<file path="src/rtl/sts_pkg.sv">
`timescale 1ns / 1ps
// shared types, widths and the reciprocal factorial table for the sine series block
package sts_pkg;

    localparam int NT_W   = 4;    // term count register width
    localparam int ANG_W  = 32;   // angle and result width
    localparam int MAG_W  = 63;   // power and coefficient magnitudes, Q1.62 / Q5.58
    localparam int ACC_W  = 64;   // series accumulator, Q7.56
    localparam int WIDE_W = 125;  // full product plus rounding constant
    localparam int RND_W  = 34;   // rounded accumulator magnitude, Q5.26 plus guard bits

    typedef struct packed {
        logic [MAG_W-1:0]        pw_mag;  // |u^k| in Q1.62
        logic                    pw_neg;  // sign of u^k
        logic [MAG_W-1:0]        u2;      // u^2 in Q1.62, never negative
        logic signed [ACC_W-1:0] acc;     // running sum
    } sts_data_t;

    // round(2^(2k+58) / k!) by restoring long division, evaluated at elaboration
    function automatic logic [MAG_W-1:0] sts_coef(input int k);
        logic [63:0]  f;
        logic [127:0] num;
        logic [64:0]  rem;
        logic [127:0] q;
        int           i;
        f   = 64'd1;
        for (i = 2; i <= k; i++) begin
            f = f * 64'(i);
        end
        num = 128'd1 << (2 * k + 58);
        rem = '0;
        q   = '0;
        for (i = 127; i >= 0; i--) begin
            rem = {rem[63:0], num[i]};
            q   = q << 1;
            if (rem >= {1'b0, f}) begin
                rem  = rem - {1'b0, f};
                q[0] = 1'b1;
            end
        end
        if ({rem[63:0], 1'b0} >= {1'b0, f}) begin
            q = q + 128'd1;
        end
        return q[MAG_W-1:0];
    endfunction

endpackage

</file>
<file path="src/rtl/sts_cell.sv">
`timescale 1ns / 1ps
// one series term: scales the incoming power by its coefficient and raises it by u^2
module sts_cell #(
    parameter int TERM = 1
) (
    input  logic                      aclk,
    input  logic                      aresetn,
    input  logic [sts_pkg::NT_W-1:0]  n_terms,
    input  logic                      in_valid,
    output logic                      in_ready,
    input  sts_pkg::sts_data_t        in_data,
    output logic                      out_valid,
    input  logic                      out_ready,
    output sts_pkg::sts_data_t        out_data
);
    import sts_pkg::*;

    localparam logic [MAG_W-1:0]  COEF     = sts_coef(2 * TERM - 1);
    localparam logic              EVEN     = (TERM % 2) == 0;
    localparam logic [NT_W-1:0]   TERM_IDX = NT_W'(TERM);
    localparam logic [WIDE_W-1:0] RND_TERM = WIDE_W'(1) << 63;
    localparam logic [WIDE_W-1:0] RND_PW   = WIDE_W'(1) << 61;

    localparam logic [2:0] S_IDLE  = 3'd0;
    localparam logic [2:0] S_MUL   = 3'd1;
    localparam logic [2:0] S_DRAIN = 3'd2;
    localparam logic [2:0] S_FIN   = 3'd3;
    localparam logic [2:0] S_DONE  = 3'd4;

    logic [2:0]        state_reg, state_next;
    logic              prod_vld_reg, prod_vld_next;
    logic              phase_reg, phase_next;
    logic [1:0]        cnt_reg, cnt_next;
    logic [1:0]        off_reg, off_next;
    logic [63:0]       prod_reg, prod_next;
    logic [WIDE_W-1:0] wide_reg, wide_next;
    sts_data_t         data_reg, data_next;

    logic [31:0]       a_half;
    logic [MAG_W-1:0]  b_op;
    logic [31:0]       b_half;
    logic [63:0]       prod;
    logic [WIDE_W-1:0] addend;
    logic [WIDE_W-1:0] wide_sum;
    logic [ACC_W-1:0]  term_ext;
    logic              sub;

    // partial product of the current 32-bit halves
    assign a_half = cnt_reg[1] ? {1'b0, data_reg.pw_mag[MAG_W-1:32]} : data_reg.pw_mag[31:0];
    assign b_op   = phase_reg ? data_reg.u2 : COEF;
    assign b_half = cnt_reg[0] ? {1'b0, b_op[MAG_W-1:32]} : b_op[31:0];
    assign prod   = a_half * b_half;

    always_comb begin
        case (off_reg)
            2'd0:    addend = {61'b0, prod_reg};
            2'd1:    addend = {29'b0, prod_reg, 32'b0};
            2'd2:    addend = {prod_reg[60:0], 64'b0};
            default: addend = '0;
        endcase
    end

    assign wide_sum = wide_reg + (prod_vld_reg ? addend : '0);
    assign term_ext = {3'b0, wide_reg[WIDE_W-1:64]};
    assign sub      = data_reg.pw_neg ^ EVEN;

    always_comb begin
        state_next    = state_reg;
        prod_vld_next = prod_vld_reg;
        phase_next    = phase_reg;
        cnt_next      = cnt_reg;
        off_next      = off_reg;
        prod_next     = prod_reg;
        wide_next     = wide_reg;
        data_next     = data_reg;
        unique case (state_reg)
            S_IDLE: begin
                if (in_valid) begin
                    data_next     = in_data;
                    wide_next     = RND_TERM;
                    phase_next    = 1'b0;
                    cnt_next      = '0;
                    prod_vld_next = 1'b0;
                    // terms past the selected count pass the data through untouched
                    state_next    = (TERM_IDX <= n_terms) ? S_MUL : S_DONE;
                end
            end
            S_MUL: begin
                wide_next     = wide_sum;
                prod_next     = prod;
                off_next      = {1'b0, cnt_reg[1]} + {1'b0, cnt_reg[0]};
                prod_vld_next = 1'b1;
                cnt_next      = cnt_reg + 2'd1;
                if (cnt_reg == 2'd3) begin
                    state_next = S_DRAIN;
                end
            end
            S_DRAIN: begin
                wide_next     = wide_sum;
                prod_vld_next = 1'b0;
                state_next    = S_FIN;
            end
            S_FIN: begin
                if (!phase_reg) begin
                    data_next.acc = sub ? data_reg.acc - $signed(term_ext)
                                        : data_reg.acc + $signed(term_ext);
                    wide_next     = RND_PW;
                    phase_next    = 1'b1;
                    cnt_next      = '0;
                    state_next    = S_MUL;
                end else begin
                    // u^2 is never negative, so the power keeps its sign
                    data_next.pw_mag = wide_reg[WIDE_W-1:62];
                    state_next       = S_DONE;
                end
            end
            S_DONE: begin
                if (out_ready) begin
                    state_next = S_IDLE;
                end
            end
            default: begin
                state_next = S_IDLE;
            end
        endcase
    end

    always_ff @(posedge aclk) begin
        if (!aresetn) begin
            state_reg    <= S_IDLE;
            prod_vld_reg <= 1'b0;
        end else begin
            state_reg    <= state_next;
            prod_vld_reg <= prod_vld_next;
        end
    end

    always_ff @(posedge aclk) begin
        phase_reg <= phase_next;
        cnt_reg   <= cnt_next;
        off_reg   <= off_next;
        prod_reg  <= prod_next;
        wide_reg  <= wide_next;
        data_reg  <= data_next;
    end

    assign in_ready  = state_reg == S_IDLE;
    assign out_valid = state_reg == S_DONE;
    assign out_data  = data_reg;

endmodule

</file>
<file path="config.mk">
export PLATFORM = sky130hd
export DESIGN_NAME = sts_cell
export DESIGN_NICKNAME = d
export VERILOG_FILES = /design/src/rtl/sts_pkg.sv /design/src/rtl/sts_cell.sv
export SDC_FILE = /design/constraint.sdc
export NUM_CORES = 2
export LEC_CHECK = 0
export BUFFER_PORTS_ARGS = -buffer_cell sky130_fd_sc_hd__clkbuf_2
export CORE_MARGIN = 8
export CORE_UTILIZATION = 39
export DETAILED_ROUTE_END_ITERATION = 16
export PLACE_DENSITY_LB_ADDON = 0.2
export SLEW_MARGIN = 20
export SYNTH_ARGS = -nofsm -noshare
export SYNTH_HDL_FRONTEND = slang
export SYNTH_SLANG_ARGS = --single-unit
export TNS_END_PERCENT = 1
</file>
<file path="constraint.sdc">
create_clock -name aclk -period 15.18 [get_ports aclk]
set_clock_uncertainty 0.15 [all_clocks]
set_input_delay 3.795 -clock aclk [delete_from_list [all_inputs] [get_ports aclk]]
set_output_delay 3.795 -clock aclk [all_outputs]
set_load 0.02 [all_outputs]
</file>
==> results.cfg <==
[global_routing]
grt_max_degree = 127
track_usage_pct = 29.8
grt_first_pass_wirelength_um = 371000
grt-ovfl-total = 0
grt_pass1_vias = 53600
grt_antenna_before_repair = 10

[placement]
port_buffers = 391
gp_congestion = 1.03
hpwl_um = 204000

[timing]
max_slew_margin_pct = 14.7
worst-slew-pin-transition_ns = 1.27
min_period_over_period_pct = 69.0
fin_setup_tns_ns = 0
setup_viol = 0
fmax_ghz = 0.0954
min_period_ns = 10.48
rsz0062_at_grt = no
slew_violations = 0
final_hold_viol_count = 0

[worst_setup_path]
crit_required_ns = 15.45
cpMaxStageDelayCell = edfxtp_1
crit_chain = buf_4 -> nor2b_1 -> and2_1 -> nand2_1 -> fa_1 -> inv_1 -> fa_1 -> fa_1 -> fa_1 -> fa_1 -> fa_1 -> fa_1 -> fa_1 -> ha_1 -> and2_1 -> nand3_1 -> nor3_1 -> o211ai_1 -> a31oi_1 -> a211o_1 -> a21oi_2 -> o21ai_1 -> mux2i_1 -> o2111ai_1
worstSetupPathType = reg2reg
cp-end-kind = register
path_max_fanout = 71
cp.arrival_ns = 10.75
start_kind = register
slowest_delay_ns = 0.73
path_common_cell = fa_1

[clock_tree]
clockBufferDepth = 3
cts_max_level = 2
cts_buffers = 51
cts_resized = 0
clk_latency_ns = 0.70
cts_tree = built
cts_root_buf = clkbuf_16
post-cts-setup-buffers = 0
clk_pin_slew_ns = 0.08
cts_hold_buf = 0
cts_sinks = 389

[synthesis]
ys_ff_latch = 389
netlist_instances = 6927
ys.warnings.count = 0
synth_edf_count = 385
ys_types = 95
synth_commonest_cells = inv_1, nor2_1, fa_1
syn_avg_cell_area_um2 = 8.85
synthArstFlopShare_pct = 0
ys.flop_type = edfxtp_1
ys_top_cells_by_area = fa_1, edfxtp_1, ha_1
synth_most_common_cell = inv_1
synth_top_area_share_pct = 29.3
synthesis.nets = 8476
yosysTopAreaCell = fa_1
syn_area_um2 = 61300
yosysSeqAreaShare_pct = 19.0

[routing]
ant_nets = 0
route.detailed.drc = 0
wirelength_um = 259000
dr.pass1.iters = 6
vias_per_cell = 5.77
vias = 53100
drt_iter0_markers = 5544
wl_per_cell_um = 28.1

[flow_run]
maxCapViolCount = 0

[floorplan]
fp.dieArea_um2 = 170000
core_um2 = 156000
die-height_um = 412
start_util_pct = 39.2
rows = 145
die_w_um = 412
boundaryPins = 392

[cells_and_area]
fin_nets = 8643
largest_register_ffs = 190
drive_above_1_share_pct = 9.92
area_growth_syn_to_layout_pct = 9.48

[status]
outcome = complete, no violations

[worst_hold_path]
hold_path_class = reg2reg
placed cells by master (no fill, tap or decap), drive strengths merged, types with 31 or more instances in the layout:
| cell | instances |
|---|---|
| o21ai | 255 |
| xnor2 | 200 |
| xor2 | 94 |
| mux2i | 42 |
| fa | 898 |
| a22o | 62 |
| o21bai | 56 |
| nand4 | 96 |
| ha | 452 |
| buf | 94 |
| and3 | 34 |
| inv | 959 |
| nand2b | 35 |
| nand3 | 212 |
| a21oi | 374 |
| nor3 | 60 |
| mux2 | 58 |
| clkbuf | 450 |
| a31oi | 42 |
| nand2 | 760 |
| and2 | 124 |
| o21a | 34 |
| nor2 | 911 |
| nor2b | 31 |
| a21o | 128 |
| edfxtp | 385 |
worst paths after layout:
check / from / slack, ns / to / depth (start not counted)
setup reg to reg: phase_reg / 4.70 / prod_reg[56] / 24
hold reg to reg: state_reg[2] / 0.48 / state_reg[1] / 2
hold / removal: state_reg[2] / 0.48 / state_reg[1] / 2
setup / recovery: phase_reg / 4.70 / prod_reg[56] / 24
worst max-delay path, delay by kind of cell, from the launching register on:
family | cells | cell delay (ns)
AO/OA/AOI/OAI | 6 | 1.85
adder cells (fa/ha/maj) | 9 | 4.23
buffers and inverters | 2 | 0.89
flip-flops | 1 | 0.73
multiplexers | 1 | 0.24
AND/OR/NAND/NOR | 6 | 2.05
cell type report:
class,count,area [µm²]
Multi-Input combinational cell,5211,44800
Antenna cell,11,27.5
Clock buffer,60,1310
Clock inverter,33,407
Timing Repair Buffer,484,2710
Fill cell,15600,89100
Sequential cell,389,11600
Tap cell,2058,2570
Inverter,957,3590
routing by layer:
metal	vias to the layer above	share of wire [%]	global-route usage [%]
li1	23000	-	-
met1	26700	40	39.1
met2	2727	44	45.8
met3	672	9.9	6.96
met4	4	6.4	15.4
met5	-	0.0085	0
stage by stage:
| step | setup slack, ns | utilization (%) | cells | area, µm² | hold slack [ns] |
|---|---|---|---|---|---|
| 2_1_floorplan | 1.64 | - | 6927 | 61300 | 0.333 |
| 3_3_place_gp | 4.47 | 41.8 | 9097 | 65300 | 0.463 |
| 3_5_place_dp | 4.90 | 41.8 | 9099 | 65300 | 0.482 |
| 4_1_cts | 4.89 | 42.9 | 9192 | 67100 | 0.482 |
| 5_1_grt | 4.43 | 42.9 | 9193 | 67100 | 0.509 |
| 6_report | 4.70 | 42.9 | 9203 | 67100 | 0.476 |
kinds of logic after synthesis:
group | Yosys count | synth area share [%]
AND/OR/NAND/NOR | 2348 | 16.8
adder cells (fa/ha/maj) | 1350 | 38.6
buffers and inverters | 1327 | 8.17
AO/OA/AOI/OAI | 1119 | 11.5
flip-flops | 389 | 19.0
XOR/XNOR | 294 | 4.20
multiplexers | 100 | 1.75
Power is not shown: default switching activity piles up to over one toggle a cycle in this logic, so the estimate is an artifact.
