===== src/rtl/sts_pkg.sv =====
`timescale 1ns / 1ps
// shared types, widths and the reciprocal factorial table for the sine series block
package sts_pkg;

    localparam int NT_W   = 4;    // term count register width
    localparam int ANG_W  = 32;   // angle and result width
    localparam int MAG_W  = 63;   // power and coefficient magnitudes, Q1.62 / Q5.58
    localparam int ACC_W  = 64;   // series accumulator, Q7.56
    localparam int WIDE_W = 125;  // full product plus rounding constant
    localparam int RND_W  = 34;   // rounded accumulator magnitude, Q5.26 plus guard bits

    typedef struct packed {
        logic [MAG_W-1:0]        pw_mag;  // |u^k| in Q1.62
        logic                    pw_neg;  // sign of u^k
        logic [MAG_W-1:0]        u2;      // u^2 in Q1.62, never negative
        logic signed [ACC_W-1:0] acc;     // running sum
    } sts_data_t;

    // round(2^(2k+58) / k!) by restoring long division, evaluated at elaboration
    function automatic logic [MAG_W-1:0] sts_coef(input int k);
        logic [63:0]  f;
        logic [127:0] num;
        logic [64:0]  rem;
        logic [127:0] q;
        int           i;
        f   = 64'd1;
        for (i = 2; i <= k; i++) begin
            f = f * 64'(i);
        end
        num = 128'd1 << (2 * k + 58);
        rem = '0;
        q   = '0;
        for (i = 127; i >= 0; i--) begin
            rem = {rem[63:0], num[i]};
            q   = q << 1;
            if (rem >= {1'b0, f}) begin
                rem  = rem - {1'b0, f};
                q[0] = 1'b1;
            end
        end
        if ({rem[63:0], 1'b0} >= {1'b0, f}) begin
            q = q + 128'd1;
        end
        return q[MAG_W-1:0];
    endfunction

endpackage


===== src/rtl/sts_tail.sv =====
`timescale 1ns / 1ps
// back end: rounds the Q7.56 sum to Q5.26, saturates and holds the result
module sts_tail (
    input  logic                      aclk,
    input  logic                      aresetn,
    input  logic                      in_valid,
    output logic                      in_ready,
    input  sts_pkg::sts_data_t        in_data,
    output logic                      out_valid,
    input  logic                      out_ready,
    output logic [31:0]               sine_value,
    output logic                      saturated
);
    import sts_pkg::*;

    logic             a_vld_reg, a_vld_next;
    logic             m_vld_reg, m_vld_next;
    logic [RND_W-1:0] rnd_reg;
    logic             neg_reg;
    logic [31:0]      val_reg;
    logic             sat_reg;

    logic             neg;
    logic [ACC_W-1:0] rnd_sum;
    logic             b_ready;
    logic             a_take;
    logic             b_take;
    logic             sat;
    logic [31:0]      val;

    assign b_ready  = !m_vld_reg || out_ready;
    assign in_ready = !a_vld_reg || b_ready;
    assign a_take   = in_valid && in_ready;
    assign b_take   = a_vld_reg && b_ready;

    // |acc| + 2^29 in one add: for negative sums ~acc + 1 gives the magnitude
    assign neg     = in_data.acc[ACC_W-1];
    assign rnd_sum = (neg ? ~in_data.acc : in_data.acc)
                   + (neg ? ACC_W'((64'd1 << 29) + 64'd1) : ACC_W'(64'd1 << 29));

    always_comb begin
        if (neg_reg) begin
            sat = (rnd_reg[RND_W-1:32] != '0) || (rnd_reg[31] && (rnd_reg[30:0] != '0));
            val = sat ? 32'h8000_0000 : 32'(-rnd_reg[31:0]);
        end else begin
            sat = rnd_reg[RND_W-1:31] != '0;
            val = sat ? 32'h7fff_ffff : rnd_reg[31:0];
        end
    end

    always_comb begin
        a_vld_next = a_vld_reg;
        m_vld_next = m_vld_reg;
        if (a_take) begin
            a_vld_next = 1'b1;
        end else if (b_take) begin
            a_vld_next = 1'b0;
        end
        if (b_take) begin
            m_vld_next = 1'b1;
        end else if (out_ready) begin
            m_vld_next = 1'b0;
        end
    end

    always_ff @(posedge aclk) begin
        if (!aresetn) begin
            a_vld_reg <= 1'b0;
            m_vld_reg <= 1'b0;
        end else begin
            a_vld_reg <= a_vld_next;
            m_vld_reg <= m_vld_next;
        end
    end

    always_ff @(posedge aclk) begin
        if (a_take) begin
            rnd_reg <= rnd_sum[ACC_W-1:30];
            neg_reg <= neg;
        end
        if (b_take) begin
            val_reg <= val;
            sat_reg <= sat;
        end
    end

    assign out_valid  = m_vld_reg;
    assign sine_value = val_reg;
    assign saturated  = sat_reg;

endmodule


===== config.mk =====
export PLATFORM = sky130hd
export DESIGN_NAME = sts_tail
export DESIGN_NICKNAME = d
export VERILOG_FILES = /design/src/rtl/sts_pkg.sv /design/src/rtl/sts_tail.sv
export SDC_FILE = /design/constraint.sdc
export NUM_CORES = 1
export LEC_CHECK = 0
export ABC_AREA = 1
export CAP_MARGIN = 15
export CORE_UTILIZATION = 29
export CTS_CLUSTER_DIAMETER = 80
export DETAILED_ROUTE_END_ITERATION = 8
export DONT_BUFFER_PORTS = 1
export PLACE_DENSITY = 0.49
export SYNTH_ARGS = -nofsm -noshare
export SYNTH_HDL_FRONTEND = slang
export SYNTH_SLANG_ARGS = --single-unit

===== constraint.sdc =====
create_clock -name aclk -period 2.4 [get_ports aclk]
set_clock_uncertainty 0.05 [all_clocks]
set_input_delay 0.12 -clock aclk [delete_from_list [all_inputs] [get_ports aclk]]
set_output_delay 0.12 -clock aclk [all_outputs]
set_load 0.1 [all_outputs]

==> key figures, run 1 <==
Timing
  – Period utilisation layout: 0.947
  – Max Clock Freq: approximately 0.44 GHz
  – Unrepaired setup endpoints after global routing: true
  – Slew at the pin closest to its max-slew limit: a little over 0.9 ns
  – Final min period: 2.27 ns
  – Final Hold Fails: 0
  – Max-slew violation count: 0
  – Worst-case headroom to the max-slew limit: 0.387
  – Final setup violation count: 0

Synth
  – Register bit count reported by yosys: 70
  – Cell Area, Synth: ~7100 um^2
  – Unique cell type count in the Yosys netlist: 31
  – Instance count of the mapped netlist: 1270
  – Total nets after synthesis: roughly 1500
  – Proportion of synthesized chip area in sequential cells: 0.294
  – Synthesized area per cell: around 5.6 um^2
  – Total of warnings raised by yosys: 0

Final layout
  – Layout overhead on the synthesized area: 11.6%
  – Number of inserted filler cells in the final layout: ~2700
  – Post-layout net count: approximately 1500
  – Footprint of the multi-input gates: about 4200 um^2
  – Reg area: between 2000 and 2500 um^2
  – Most common library cell in the layout ignoring fill and taps: sky130_fd_sc_hd__nand2_1
  – Share of layout cells above drive strength 1: 0.0504
  – Number of antenna cells inserted: 0
  – Most used cells in the layout excluding fill and tap cells: 560 x sky130_fd_sc_hd__nand2_1, 229 x sky130_fd_sc_hd__nor2_1, 171 x sky130_fd_sc_hd__inv_1
  – Share of the core filled with cells: 0.333
  – Largest register FFs: 34

Clocking
  – Root cell of the clock tree: sky130_fd_sc_hd__clkbuf_16
  – Total clock buffers created by CTS: 9
  – Clock Sink Count: 70
  – CTS tree: built
  – Skew-Pair Late Insertion Delay: about 0.34 ns
  – Clock slew seen by the registers of the worst setup and hold paths: roughly 0.06 ns
  – CTS H-Tree Depth: 3
  – Clock tree buffer depth: 2

Route
  – Count of routing violations after the opening detailed-route iteration: between 300 and 400
  – Routed wirelength normalized by instance count: approximately 14 um
  – Total iterations of the first detailed-routing run: 5
  – Post-DRT Antenna Nets: 0
  – Count of vias placed by the detailed router: approximately 7400
  – Number of vias per cell: 4.59
  – DRC violation count after routing: 0
  – Detailed-route wire length: roughly 22000 um

GRT
  – Via count of the first global-routing pass: 7032
  – Antenna violations before repair: 0
  – Largest net degree at the start of global routing: 87
  – Grt total ovfl: 0
  – Total routing usage reported by global routing: 0.190
  – Global-route wire length before repair: about 36000 um

Setup path
  – Critical path class: reg -> reg
  – CP Cell Sequence: inv_1, ha_1, nand3_1, nor2_2, nand3_2, nor2_2, nand2_1, nand2_2, nand2_4, o21ai_0
  – Cell type of the slowest stage on the worst timing path: sky130_fd_sc_hd__edfxtp_1
  – Delay-heaviest family, CP: simple AND/OR/NAND/NOR gates
  – Endpoint required time on the critical path: 2.49 ns
  – Maximum cell stage delay along the critical path: ~0.45 ns
  – Largest fanout on the critical path: 28
  – Signal arrival time at the worst endpoint: approximately 2.4 ns
  – Number of buffers and inverters on the critical path: 1
  – FF-to-FF setup slack: 0.13 ns
  – Nature of the critical path endpoint: flip-flop
  – CP startpoint kind: flip-flop
  – Library cell appearing most often on the critical path: sky130_fd_sc_hd__nor2_2

Pwr
  – Internal power contribution: between 0.002 and 0.0025 W
  – Portion of total power attributed to the clock network: 0.346
  – Portion of total power attributed to sequential cells: 0.457
  – Power per unit of standard cell area: about 480 nW/um^2
  – Pwr Total: 0.00378 W
  – Combinational fraction of design power: 0.197
  – Leakage dissipation: 3.79 nW
  – Sw power: between 0.001 and 0.0015 W
  – Proportion of total power due to net switching: 0.339
  – Peak VDD IR: ~0.32 mV

Placement
  – Hpwl dp: between 15000 and 20000 um
  – Gp weighted congestion: ~0.96
  – Count of input and output buffers: 0

Floorplanning
  – Starting density of the core: 0.299
  – Die width: ~160 um
  – Core footprint: 23700 um^2
  – Number of rows in the core area: 56
  – Die Outline Area: approximately 25000 um^2
  – I/O pin total: between 200 and 250
  – Die boundary height: between 150 and 200 um

Min path
  – Hold/Removal Path Class: in -> reg

Run
  – Max-cap viol count: 0

Outcome
  – Run status: finished, final reports clean
## per-stage QoR
| step | setup TNS, ns | setup slack, ns | instances | area (um^2) | hold WS [ns] |
|---|---|---|---|---|---|
| 5_1_grt | -0.429 | -0.0636 | 1608 | 7900 | 0.0757 |
| 4_1_cts | 0 | 0.0764 | 1608 | 7900 | 0.0512 |
| 6_report | 0 | 0.127 | 1608 | 7900 | 0.0615 |
| 3_5_place_dp | 0 | 0.0850 | 1588 | 7560 | 0.206 |
| 3_3_place_gp | 0 | 0.106 | 1588 | 7560 | 0.207 |
| 2_1_floorplan | 0 | 0.239 | 1270 | 7100 | 0.169 |
## repair_timing
action,in CTS,in global routing
setup buffers,0,0
endpoints found under the hold margin,3,0
setup endpoints to repair,0,14
gates resized for setup,0,3
hold buffers,4,0
## power groups by stage
stage,combinational (W),clock [W],sequential (W)
floorplan,0.000553,0,0.00173
global placement,0.000735,0,0.00175
detailed placement,0.000739,0,0.00175
CTS,0.000747,0.00134,0.00173
global route,0.000859,0.00139,0.00174
finish,0.000745,0.00131,0.00173
## final cells by class
cell class / count / area share
tap: 319 / 0.0505
multi-input combinational: 998 / 0.534
timing repair buffer: 28 / 0.0295
inverter: 177 / 0.0841
clock buffer: 10 / 0.0303
sequential: 70 / 0.264
clock inverter: 6 / 0.00776
## worst min-delay path, delay by kind of cell
family,cells,cell delay [ns]
AND/OR/NAND/NOR,2,0.11
XOR/XNOR,1,0.05
## synthesized netlist by cell type (all sizes together)
cell	instances	area [um^2]
inv	176	661
nand3b	6	45.0
xor2	20	175
nand2	564	2130
clkbuf	10	37.5
dfxtp	2	40.0
nor2	240	933
and2	2	12.5
o21ai	62	310
edfxtp	68	2040
o21bai	1	7.51
a21oi	3	15.0
buf	15	100
ha	1	12.5
nor3	7	35.0
nand4	15	93.8
nor4	2	12.5
xnor2	5	43.8
clkinv	1	3.75
nand3	68	345
nor3b	2	20.0
## cell families (layout without fill, tap and decap cells)
family                     count (synthesis)  count (layout)  synth area share
AOI/OAI and AO/OA                         66              66            0.0470
DFF                                       70              70             0.294
xor gates and xnor gates                  25              25            0.0309
and+or+nand+nor                          906             906             0.513
adders and majority gates                  1               1           0.00177
buffers and inverters                    202             221             0.113
## metal layers
layer,up-vias,GRT usage,wire (um)
li1,3918,-,-
met1,3251,0.244,10600
met2,173,0.324,10400
met3,36,0.0214,791
met4,0,0.0723,675
met5,-,0,0
## path summary, 6_finish.rpt
| kind | startpoint | end | depth (start not counted) |
|---|---|---|---|
| hold / removal | in_data[62] | rnd_reg[32] | 3 |
| setup reg to reg | rnd_reg[1] | sine_value[25] | 10 |
| hold reg to reg | a_vld_reg | a_vld_reg | 3 |
| setup / recovery | rnd_reg[1] | sine_value[25] | 10 |
Note: power is estimated with default switching activity, not from simulation.
==> inputs of run 2 (changes only) <==
--- a/config.mk
+++ b/config.mk
@@ -12,6 +12,7 @@
 export DETAILED_ROUTE_END_ITERATION = 8
 export DONT_BUFFER_PORTS = 1
 export PLACE_DENSITY = 0.49
+export SETUP_SLACK_MARGIN = 0.3
 export SYNTH_ARGS = -nofsm -noshare
 export SYNTH_HDL_FRONTEND = slang
 export SYNTH_SLANG_ARGS = --single-unit
==> run 2 against run 1 <==
  * Combinational power up 5.1%
  * Largest cell class unchanged
  * Highest routed layer unchanged
  * Design area up 2.7%
  * Cell count up 0.81%
  * Clock-buffer cell count unchanged
  * Register-to-register slack better by 0.28 ns
  * Flip-flop and latch count unchanged
==> key figures, run 2 (synthesis results as in run 1) <==
Final layout
  – Layout overhead on the synthesized area: 14.6%
  – Post-layout net count: about 1500
  – Number of inserted filler cells in the final layout: 2720
  – Largest register FFs: 34
  – Number of antenna cells inserted: 0
  – Most used cells in the layout excluding fill and tap cells: 560 x sky130_fd_sc_hd__nand2_1, 227 x sky130_fd_sc_hd__nor2_1, 169 x sky130_fd_sc_hd__inv_1
  – Share of layout cells above drive strength 1: 0.0661
  – Most common library cell in the layout ignoring fill and taps: sky130_fd_sc_hd__nand2_1

Clocking
  – Clock Sink Count: 70
  – Clock slew seen by the registers of the worst setup and hold paths: ~0.060 ns
  – Skew-Pair Late Insertion Delay: about 0.34 ns
  – CTS H-Tree Depth: 3
  – Clock tree buffer depth: 2
  – CTS tree: built
  – Total clock buffers created by CTS: 9
  – Root cell of the clock tree: sky130_fd_sc_hd__clkbuf_16

Route
  – DRC violation count after routing: 0
  – Number of vias per cell: 4.56
  – Length of routed met3 wiring: between 800 and 900 um
  – Top metal layer carrying routed signals: met4
  – Routed wirelength normalized by instance count: between 10 and 15 um
  – Total iterations of the first detailed-routing run: 5
  – Post-DRT Antenna Nets: 0
  – Met2 wire len: approximately 11000 um
  – Total routed wire length on the met1 layer: around 11000 um
  – Count of routing violations after the opening detailed-route iteration: 442
  – Detailed-route wire length: ~23000 um
  – Count of vias placed by the detailed router: 7391

Pwr
  – Pwr Total: slightly above 0.004 W
  – Leakage dissipation: 3.87 nW
  – Peak VDD IR: between 0.3 and 0.4 mV
  – Power per unit of standard cell area: around 500 nW/um^2

Timing
  – Tightest hold margin: 0.0709 ns
  – Final Hold Fails: 0
  – Slew at the pin closest to its max-slew limit: around 0.92 ns
  – Final setup violation count: 0
  – Final min period: around 2.0 ns
  – Unrepaired setup endpoints after global routing: false
  – Period utilisation layout: 0.830
  – Max Clock Freq: about 0.50 GHz
  – Max-slew violation count: 0
  – Worst-case headroom to the max-slew limit: 0.387
  – Summed negative setup slack over all endpoints: 0 ns

Placement
  – Hpwl dp: about 19000 um
  – Gp weighted congestion: roughly 0.95
  – Count of input and output buffers: 0

Setup path
  – R2R Path End: sine_value[25]
  – Depth of the worst register-to-register path: 9
  – Nature of the critical path endpoint: flip-flop
  – FF-to-FF setup slack: 0.41 ns
  – Signal arrival time at the worst endpoint: 2.01 ns
  – CP startpoint kind: flip-flop
  – Critical path class: reg -> reg
  – Endpoint of the worst setup timing path: sine_value[25]
  – Endpoint required time on the critical path: 2.42 ns
  – First element of the critical path: rnd_reg[5]
  – Worst flop-to-flop path startpoint: rnd_reg[5]
  – Largest fanout on the critical path: 5

Min path
  – Hold/Removal Path Class: in -> reg

Floorplanning
  – Number of rows in the core area: 56
  – Core footprint: ~24000 um^2
  – Starting density of the core: 0.299
  – I/O pin total: 230
  – Die Outline Area: ~25000 um^2
  – Die width: about 160 um
  – Die boundary height: 158 um

GRT
  – Largest net degree at the start of global routing: between 80 and 90
  – Via count of the first global-routing pass: around 7000
  – Grt total ovfl: 0
  – Global-route wire length before repair: between 30000 and 40000 um
  – Antenna violations before repair: 0
  – Total routing usage reported by global routing: 0.190

Outcome
  – Run status: finished, final reports clean

Run
  – Max-cap viol count: 0
## run 2: changes by cell type in the layout (fill, tap and decap cells not counted), sizes merged
cell and delta:
buf +13, clkinv -3, bufinv +2, inv +1
## run 2: layout make-up
class	count	area, um^2	area share
clock buffer	10	239	0.0295
clock inverter	6	116	0.0143
inverter	177	668	0.0823
multi-input combinational	998	4270	0.526
sequential	70	2090	0.257
tap	319	399	0.0492
timing repair buffer	41	334	0.0412
## run 2: stage by stage
stage          instances  cell area (um^2)   util  setup WS [ns]
6_report            1621              8110  0.343          0.409
5_1_grt             1621              8110  0.343          0.298
4_1_cts             1609              7980  0.337          0.271
3_5_place_dp        1589              7570  0.320          0.167
3_3_place_gp        1589              7570  0.320          0.180
2_1_floorplan       1270              7100      -          0.318
## run 2: worst min-delay path by stage
stage          depth (start not counted)          end  slack (ns)        start
4_1_cts                                3  rnd_reg[32]        0.06  in_data[62]
3_5_place_dp                           0      neg_reg        0.21  in_data[63]
3_3_place_gp                           2    out_valid        0.21      aresetn
2_1_floorplan                          0      neg_reg        0.17  in_data[63]
6_report                               3  rnd_reg[32]        0.07  in_data[62]
5_1_grt                                3  rnd_reg[32]        0.08  in_data[62]
## run 2: report_power, final
part | internal [W] | switching [W] | total (W)
Clock | 0.00105 | 0.000501 | 0.00155
Combinational | 0.000242 | 0.000541 | 0.000783
Sequential | 0.00145 | 0.000277 | 0.00172
## run 2: critical path, stage by stage, from the launching register on
cell	delay (ns)
sky130_fd_sc_hd__edfxtp_1	0.46
sky130_fd_sc_hd__nor2_2	0.17
sky130_fd_sc_hd__buf_4	0.13
sky130_fd_sc_hd__nand2_1	0.05
sky130_fd_sc_hd__nor2_2	0.15
sky130_fd_sc_hd__buf_4	0.16
sky130_fd_sc_hd__nand3_1	0.12
sky130_fd_sc_hd__nor2_1	0.18
sky130_fd_sc_hd__xor2_1	0.15
sky130_fd_sc_hd__o21ai_1	0.11
## run 2: routing by layer
layer,up-vias,track usage
met5,-,0
met4,0,0.0746
met3,34,0.0214
met2,167,0.328
met1,3247,0.240
li1,3943,-
## run 2: timing repair
item	CTS	global route
gates resized for setup	7	21
gates cloned	0	0
setup endpoints to repair	21	32
hold buffers	4	0
setup buffers	0	12
hold endpoints to repair	3	0
pin swaps	0	2
